File: src/design/fbc_pkg.sv
// Package with the types, S-box rows and round functions of the Feistel cipher.
`default_nettype none

package fbc_pkg;

   localparam int unsigned HALF_W     = 32;
   localparam int unsigned BLOCK_W    = 64;
   localparam int unsigned NUM_KEYS   = 8;
   localparam int unsigned KEY_IDX_W  = 3;
   localparam int unsigned CSR_IDX_W  = 4;
   localparam int unsigned NUM_ROUNDS = 32;
   localparam int unsigned FWD_ROUNDS = 24;
   localparam int unsigned ROT_AMOUNT = 11;
   localparam int unsigned NIBBLES    = 8;

   typedef enum logic {
      OP_ENCRYPT = 1'b0,
      OP_DECRYPT = 1'b1
   } op_type;

   typedef logic [NUM_KEYS-1:0][HALF_W-1:0] key_array_type;

   typedef struct packed {
      logic              valid;
      op_type            op;
      logic [HALF_W-1:0] a;
      logic [HALF_W-1:0] b;
   } stage_type;

   typedef logic [NIBBLES-1:0][15:0][3:0] sbox_table_type;

   localparam sbox_table_type SBOX = '{
      '{4'd3, 4'd5, 4'd15, 4'd7, 4'd12, 4'd1, 4'd11, 4'd6,
        4'd14, 4'd0, 4'd8, 4'd13, 4'd2, 4'd9, 4'd10, 4'd4},
      '{4'd9, 4'd5, 4'd7, 4'd0, 4'd1, 4'd8, 4'd3, 4'd2,
        4'd10, 4'd15, 4'd13, 4'd6, 4'd12, 4'd4, 4'd11, 4'd14},
      '{4'd11, 4'd9, 4'd0, 4'd6, 4'd7, 4'd12, 4'd15, 4'd14,
        4'd2, 4'd4, 4'd3, 4'd10, 4'd13, 4'd1, 4'd8, 4'd5},
      '{4'd3, 4'd5, 4'd2, 4'd11, 4'd12, 4'd6, 4'd4, 4'd14,
        4'd15, 4'd9, 4'd8, 4'd0, 4'd1, 4'd10, 4'd13, 4'd7},
      '{4'd2, 4'd11, 4'd3, 4'd0, 4'd14, 4'd9, 4'd10, 4'd4,
        4'd8, 4'd13, 4'd15, 4'd5, 4'd1, 4'd7, 4'd12, 4'd6},
      '{4'd14, 4'd15, 4'd12, 4'd9, 4'd5, 4'd8, 4'd6, 4'd3,
        4'd13, 4'd1, 4'd2, 4'd7, 4'd0, 4'd10, 4'd11, 4'd4},
      '{4'd12, 4'd2, 4'd8, 4'd6, 4'd7, 4'd14, 4'd10, 4'd0,
        4'd9, 4'd5, 4'd15, 4'd3, 4'd1, 4'd4, 4'd11, 4'd13},
      '{4'd12, 4'd8, 4'd11, 4'd6, 4'd14, 4'd3, 4'd2, 4'd9,
        4'd4, 4'd10, 4'd7, 4'd5, 4'd0, 4'd13, 4'd15, 4'd1}
   };

   // Row NIBBLES-1 of the table, the first one written out, works on the top nibble of the word.
   function automatic logic [HALF_W-1:0] mix(input logic [HALF_W-1:0] a,
                                             input logic [HALF_W-1:0] k);
      logic [HALF_W-1:0] x;
      logic [HALF_W-1:0] y;
      x = a + k;
      for (int i = 0; i < NIBBLES; i++) begin
         y[4*(NIBBLES-1-i) +: 4] = SBOX[NIBBLES-1-i][x[4*(NIBBLES-1-i) +: 4]];
      end
      return {y[HALF_W-1-ROT_AMOUNT:0], y[HALF_W-1:HALF_W-ROT_AMOUNT]};
   endfunction

   function automatic logic [KEY_IDX_W-1:0] key_idx(input int unsigned round,
                                                    input op_type op);
      int unsigned idx;
      if (op == OP_ENCRYPT) begin
         idx = (round < FWD_ROUNDS) ? (round % NUM_KEYS) : (NUM_ROUNDS - 1 - round);
      end else begin
         idx = (round < NUM_KEYS) ? round : (NUM_KEYS - 1 - (round % NUM_KEYS));
      end
      return idx[KEY_IDX_W-1:0];
   endfunction

endpackage

`default_nettype wire

File: src/design/fbc_round_cell.sv
// One Feistel round cell: computes a round and holds its result for the next cell.
`default_nettype none

module fbc_round_cell
   import fbc_pkg::*;
#(
   parameter int unsigned ROUND = 0
) (
   input  wire logic          clock,
   input  wire logic          reset,
   input  wire stage_type     up,
   output logic               up_ready,
   output stage_type          dn,
   input  wire logic          dn_ready,
   input  wire key_array_type keys
);

   stage_type         stage_ff;
   stage_type         stage_in;
   logic [HALF_W-1:0] key;

   assign up_ready = !stage_ff.valid || dn_ready;
   assign key      = keys[key_idx(ROUND, up.op)];

   always_comb begin
      stage_in       = stage_ff;
      if (up_ready) begin
         stage_in.valid = up.valid;
         stage_in.op    = up.op;
         stage_in.a     = up.b ^ mix(up.a, key);
         stage_in.b     = up.a;
      end
   end

   always_ff @(posedge clock) begin
      if (reset) begin
         stage_ff.valid <= 1'b0;
      end else begin
         stage_ff.valid <= stage_in.valid;
      end
      stage_ff.op <= stage_in.op;
      stage_ff.a  <= stage_in.a;
      stage_ff.b  <= stage_in.b;
   end

   assign dn = stage_ff;

endmodule

`default_nettype wire

File: config.mk
export PLATFORM = sky130hd
export DESIGN_NAME = fbc_round_cell
export DESIGN_NICKNAME = d
export VERILOG_FILES = /design/src/design/fbc_pkg.sv /design/src/design/fbc_round_cell.sv
export SDC_FILE = /design/constraint.sdc
export NUM_CORES = 1
export LEC_CHECK = 0
export BUFFER_PORTS_ARGS = -buffer_cell sky130_fd_sc_hd__buf_2
export CORE_AREA = 2 2 153 155
export DETAILED_ROUTE_END_ITERATION = 10
export DIE_AREA = 0 0 155 157
export PLACE_DENSITY = 0.6
export SLEW_MARGIN = 20
export SYNTH_ARGS = -nofsm -noshare
export SYNTH_HDL_FRONTEND = slang
export SYNTH_SLANG_ARGS = --single-unit
File: constraint.sdc
create_clock -name clock -period 4.65 [get_ports clock]
set_clock_uncertainty 0.2 [all_clocks]
set_input_delay 0.93 -clock clock [delete_from_list [all_inputs] [get_ports clock]]
set_output_delay 0.93 -clock clock [all_outputs]
set_load 0.01 [all_outputs]
==> results of run 1 <==
==> per-layer routing <==
metal  GRT usage (%)  wire (µm)
met5               0        117
met4            3.92        212
met3            7.27       1740
met2            19.3       6730
met1            16.1       7070
==> kinds of logic (layout without fill, tap and decap cells) <==
family,Yosys count,after routing,share of synthesized area (%)
AOI/OAI and AO/OA,124,124,15.1
and+or+nand+nor,90,90,7.74
adders and majority gates,77,77,18.3
xor gates and xnor gates,68,68,11.5
DFF,66,66,37.1
buffers and inverters,44,281,3.15
muxes,24,24,7.17
other,0,9,0
==> cell type report <==
type                    count  area [µm²]
clock buffers               9         225
repair buffers            227        1290
fillers                  2313       15200
flip-flops and latches     66        1970
clock inverters             6        67.6
multi-input cells         383        3190
diodes                      9        22.5
inverters                  39         146
well taps                 285         357
==> report_power, final <==
part / total (W) / switching (W) / leakage (nW) / internal, W
Clock: 0.000692 / 0.000278 / 0.138 / 0.000414
Sequential: 0.000886 / 0.0000358 / 0.682 / 0.000850
Combinational: 0.00126 / 0.000661 / 2.51 / 0.000601
==> synth_stat cells (all sizes together) (2+ instances only) <==
library cell,count
o31ai,2
inv,39
mux2i,11
nand4,2
a211oi,9
clkbuf,3
nor2,26
a21o,8
mux2,3
and3,3
nand3,7
o211ai,7
nand2,28
mux4,10
o21bai,5
o21ai,23
a2bb2oi,2
ha,76
nand2b,4
nor3,7
or2,2
and2,3
a21oi,51
buf,2
a31oi,5
edfxtp,65
nor2b,4
xnor2,41
o21a,3
xor2,27
or3,2
a22oi,2
==> worst max path at each step <==
stage | from | end | slack [ps] | cells after the start
final | up[33] | dn[42] | 220 | 14
after global routing | up[32] | dn[34] | 10 | 15
after CTS | up[34] | dn[42] | 230 | 14
after detailed placement | up[34] | dn[42] | -130 | 14
after global placement | up[34] | dn[42] | -130 | 14
after floorplan | up[34] | dn[42] | 210 | 13
==> stage by stage <==
step                      worst slack [ps]  instance area [µm²]  power (W)
final                                  220                 7260    0.00284
after global routing                  11.4                 7240    0.00306
after CTS                              233                 7240    0.00289
after detailed placement              -131                 6950    0.00218
after global placement                -131                 6950    0.00216
after floorplan                        205                 5320    0.00170
==> worst max-delay path, cell delays in order <==
cell	delay, ps
buf_2	110
ha_1	310
a211oi_2	250
o211ai_1	140
a221o_1	400
a211oi_4	380
o21ai_2	110
a21oi_2	190
o21ai_2	110
a31oi_4	190
xnor2_1	220
ha_1	320
mux4_2	490
xor2_1	150
==> reports/results.txt, run 1 <==
DP HPWL = 13.4 mm
Core Region = 22500 µm²
CTS tree = built
peak supply drop = 160 µV
CP Launch Type = input pin
die height = 157 µm
Util after Layout = 32.3%
critical path type = input pin to register
Syn-to-layout area delta = 36.6%
crit end category = register
Lkg Pwr = 3.33 nW
Mapped Area = 5320 µm²
final setup TNS = 0 ps
antenna viol nets, final = 0
Ys Warns = 0
WP data arrival = 4330 ps
DRT Pass-1 Iters = 4
H-tree Lvls = 3
via count = 4427
CP required = 4550 ps
initial antenna violation count = 17
clk sinks = 66
placed cells = 1000
Synth async-reset ratio = 0%
Congestion Overflow GR = 0
die width = 155 µm
Via density = 4.32
hold buffers post-CTS = 0
Routed WL = 15.9 mm
Fin Hold WS = 564 ps
clock buffer count from CTS = 9
EDFF count, synth = 65
final cycle utilization of the critical path = 95.3%
GPL Wtd Cong = 0.844
Largest register FFs = 66
FF-to-FF path depth = 2
R2R Path Start = dn[65]
FF-to-FF End = dn[55]
Fmax = 0.226 GHz
proportion of synthesized chip area in sequential cells = 37.1%
CTS clk-pin slew, worst paths = 60 ps
Area contributors post-synth = edfxtp_1, ha_1, xnor2_1, a21oi_1, xor2_1
layout cells sized above 1 = 37.0%
Slew HR = 58.9%
Top FF cell, synth = edfxtp_1
Slew @ Worst Pin = 615 ps
most common cell after layout, fill and taps aside = buf_2
vias in the first global route = 4316
synthesized flop and latch total = 66
clock latency on the worst-skew pair = 330 ps
Layout Cells excl Fill = 1024
WL/cell = 15.5 µm
RSZ-0062 raised after global routing = false
pin count of the biggest net entering global routing = 35
Final nets = 1128
Unique masters post-synth = 51
Starting Density = 23.6%
global-route wire length before repair = 23.6 mm
post_cts resized = 0
Hold Path Class = input pin to register
die area = 24300 µm²
CP Max Fanout = 4
hold depth = 2
clk buf depth = 2
max-cap viol count = 0
post-CTS setup buffer count = 0
most frequent cells in the layout = buf_2, ha_1, edfxtp_1
1st-iter DRT viols = 181
DRC errors left = 0
syn avg cell area = 10.8 µm²
Synth top area share = 36.7%
max-slew violations = 0
syn nets = 895
Final Hold Viols = 0
Power Density = 391 nW/µm²
num ports = 392
hold path startpoint = reset
clock root cell = clkbuf_16
status = finished, final reports clean
Overall Global Routing Usage = 13.0%
largest area contributor in the netlist = edfxtp_1
FF-to-FF setup slack = 2840 ps
row count = 55
Tmin final = 4430 ps
IO buf count = 167
Cells after Synth = 493
setup violators final = 0
end of the worst hold path = dn[65]
Power figures use the tool's default switching activity.
==> run 2: changes to the inputs <==
--- a/config.mk
+++ b/config.mk
@@ -6,10 +6,12 @@
 export NUM_CORES = 1
 export LEC_CHECK = 0
 export BUFFER_PORTS_ARGS = -buffer_cell sky130_fd_sc_hd__buf_2
-export CORE_AREA = 2 2 153 155
+export CELL_PAD_IN_SITES_DETAIL_PLACEMENT = 1
+export CELL_PAD_IN_SITES_GLOBAL_PLACEMENT = 1
+export CORE_AREA = 2 2 151 153
 export DETAILED_ROUTE_END_ITERATION = 10
-export DIE_AREA = 0 0 155 157
-export PLACE_DENSITY = 0.6
+export DIE_AREA = 0 0 153 155
+export PLACE_DENSITY = 0.79
 export SLEW_MARGIN = 20
 export SYNTH_ARGS = -nofsm -noshare
 export SYNTH_HDL_FRONTEND = slang
==> constraint.sdc (replaced) <==
create_clock -name clock -period 4.65 [get_ports clock]
set_clock_uncertainty 0.2 [all_clocks]
set_input_delay 0.93 -clock clock [delete_from_list [all_inputs] [get_ports clock]]
set_output_delay 0.93 -clock clock [all_outputs]
set_load 0.1 [all_outputs]
==> run 2 against run 1 <==
  * Register-to-register slack worse by 20 ps
  * Worst setup slack lost 61 ps
  * Clock power grew 19%
  * Worst hold slack got worse by 12 ps
  * Total power increased by 42%
  * Clock-buffer cell count unchanged
  * Critical path depth stayed put
  * Design area is 1.5% higher
  * Global-route usage is 1.7 points higher
  * Sequential power about the same
  * Critical path type unchanged
  * Largest cell class unchanged
==> reports/results.txt, run 2 (synthesis results as in run 1) <==
placed cell area = 6990 µm² (was 6950 µm²)
max-slew violations = 0 (unchanged)
Hold Path Class = input pin to register (unchanged)
FILL cells = 2564 (was 2313)
clock latency on the worst-skew pair = 340 ps (was 330 ps)
peak supply drop = 243 µV (was 160 µV)
Congestion Overflow GR = 0 (unchanged)
Syn-to-layout area delta = 38.6% (was 36.6%)
most frequent cells in the layout = buf_2, ha_1, edfxtp_1, buf_4, a21oi_1 (was buf_2, ha_1, edfxtp_1)
Core Region = 22200 µm² (was 22500 µm²)
DP HPWL = 14.6 mm (was 13.4 mm)
GPL Wtd Cong = 0.826 (was 0.844)
via count = 4586 (was 4427)
Final Hold Viols = 0 (unchanged)
Slew @ Worst Pin = 659 ps (was 615 ps)
critical-path cell list = buf_2 -> ha_1 -> a21oi_1 -> o211ai_1 -> a221o_1 -> a211oi_4 -> o21ai_2 -> a21oi_2 -> o21ai_2 -> a31oi_4 -> xnor2_1 -> ha_1 -> mux4_2 -> xor2_1 (was buf_2 -> ha_1 -> a211oi_2 -> o211ai_1 -> a221o_1 -> a211oi_4 -> o21ai_2 -> a21oi_2 -> o21ai_2 -> a31oi_4 -> xnor2_1 -> ha_1 -> mux4_2 -> xor2_1)
FF-to-FF setup slack = 2820 ps (was 2840 ps)
CP max stage delay = 490 ps (about the same)
RSZ-0062 raised after global routing = false (unchanged)
pin count of the biggest net entering global routing = 46 (was 35)
H-tree Lvls = 3 (unchanged)
Slew HR = 55.8% (was 58.9%)
total power = 0.00404 W (was 0.00284 W)
R2R Path Start = dn[65] (unchanged)
Met2 Wirelength = 7.94 mm (was 6.73 mm)
WL/cell = 16.8 µm (was 15.5 µm)
WP data arrival = 4400 ps (was 4330 ps)
CTS tree = built (unchanged)
IO buf count = 167 (unchanged)
die width = 153 µm (was 155 µm)
worst setup path start = up[38] (was up[33])
setup violators final = 0 (unchanged)
WL met3 = 1.68 mm (was 1.74 mm)
die area = 23700 µm² (was 24300 µm²)
Setup WS pre-CTS = -205 ps (was -131 ps)
status = finished, final reports clean (unchanged)
die height = 155 µm (was 157 µm)
Routed WL = 17.3 mm (was 15.9 mm)
final setup margin = 159 ps (was 220 ps)
dominant delay contributor by cell family on the critical path = compound AO/OA/AOI/OAI gates (unchanged)
Via density = 4.46 (was 4.32)
Largest register FFs = 66 (unchanged)
CP required = 4560 ps (was 4550 ps)
Final nets = 1133 (was 1128)
antenna viol nets, final = 0 (unchanged)
row count = 55 (unchanged)
post-CTS setup buffer count = 0 (unchanged)
final cycle utilization of the critical path = 96.6% (was 95.3%)
initial antenna violation count = 19 (was 17)
Layout Cells excl Fill = 1029 (was 1024)
CTS clk-pin slew, worst paths = 70 ps (was 60 ps)
vias in the first global route = 4921 (was 4316)
DRT Pass-1 Iters = 4 (unchanged)
global-route wire length before repair = 26.9 mm (was 23.6 mm)
DRC errors left = 0 (unchanged)
final instance area = 7370 µm² (was 7260 µm²)
num ports = 392 (unchanged)
clock root cell = clkbuf_16 (unchanged)
max-cap viol count = 0 (unchanged)
clk sinks = 66 (unchanged)
most common cell after layout, fill and taps aside = buf_2 (unchanged)
Overall Global Routing Usage = 14.7% (was 13.0%)
clock buffer count from CTS = 9 (unchanged)
CP Max Fanout = 5 (was 4)
hold path startpoint = up[64] (was reset)
1st-iter DRT viols = 92 (was 181)
layout cells sized above 1 = 37.8% (was 37.0%)
Starting Density = 23.9% (was 23.6%)
uppermost layer routed = met5 (unchanged)
clk buf depth = 2 (unchanged)
placed cells = 1005 (was 1000)
Fmax = 0.223 GHz (was 0.226 GHz)
CP Launch Type = input pin (unchanged)
critical path type = input pin to register (unchanged)
Buf/Inv on CP = 1 (unchanged)
crit end category = register (unchanged)
Lkg Pwr = 3.38 nW (was 3.33 nW)
M1 wire length = 7.17 mm (was 7.07 mm)
Power Density = 548 nW/µm² (was 391 nW/µm²)
Tmin final = 4490 ps (was 4430 ps)
critical path's slowest cell = mux4_2 (unchanged)
==> run 2: worst reg2reg max path, cell delays in order (launching register included) <==
cell and delay (ps):
dfxtp_1 330, nand2b_4 300, buf_4 600
==> run 2: cell type report <==
class                   instances  area (µm²)  share of cell area [%]
repair buffers                232        1320                    18.0
flip-flops and latches         66        1970                    26.8
inverters                      39         146                    1.99
clock buffers                   9         225                    3.06
well taps                     285         357                    4.84
clock inverters                 7         125                    1.70
diodes                          8        20.0                   0.272
multi-input cells             383        3200                    43.4
==> run 2: power by group <==
group / switching [W] / internal, W
logic: 0.00172 / 0.000612
clock network: 0.000292 / 0.000530
registers: 0.0000371 / 0.000850
==> run 2: final timing paths <==
kind                                to  depth (start not counted)
worst min-delay path            dn[64]                          1
worst max-delay path            dn[42]                         14
worst min register to register  dn[52]                          1
worst max register to register  dn[21]                          2
==> run 2: timing repair <==
action,4_1_cts,5_1_grt
setup endpoints to repair,0,7
hold buffers,0,0
resized for setup,0,2
endpoints found under the hold margin,0,0
==> run 2: through the flow <==
step | hold slack (ps) | TNS (ps) | utilization [%]
2_1_floorplan | 799 | 0 | -
3_3_place_gp | 653 | -338 | 31.4
3_5_place_dp | 668 | -862 | 31.4
4_1_cts | 540 | 0 | 33.0
5_1_grt | 547 | 0 | 33.1
6_report | 552 | 0 | 33.2
==> run 2: routing by layer <==
| metal | vias up | track usage (%) |
|---|---|---|
| met5 | - | 0 |
| met4 | 18 | 4.94 |
| met3 | 41 | 7.94 |
| met2 | 109 | 23.6 |
| met1 | 2136 | 16.7 |
| li1 | 2282 | - |
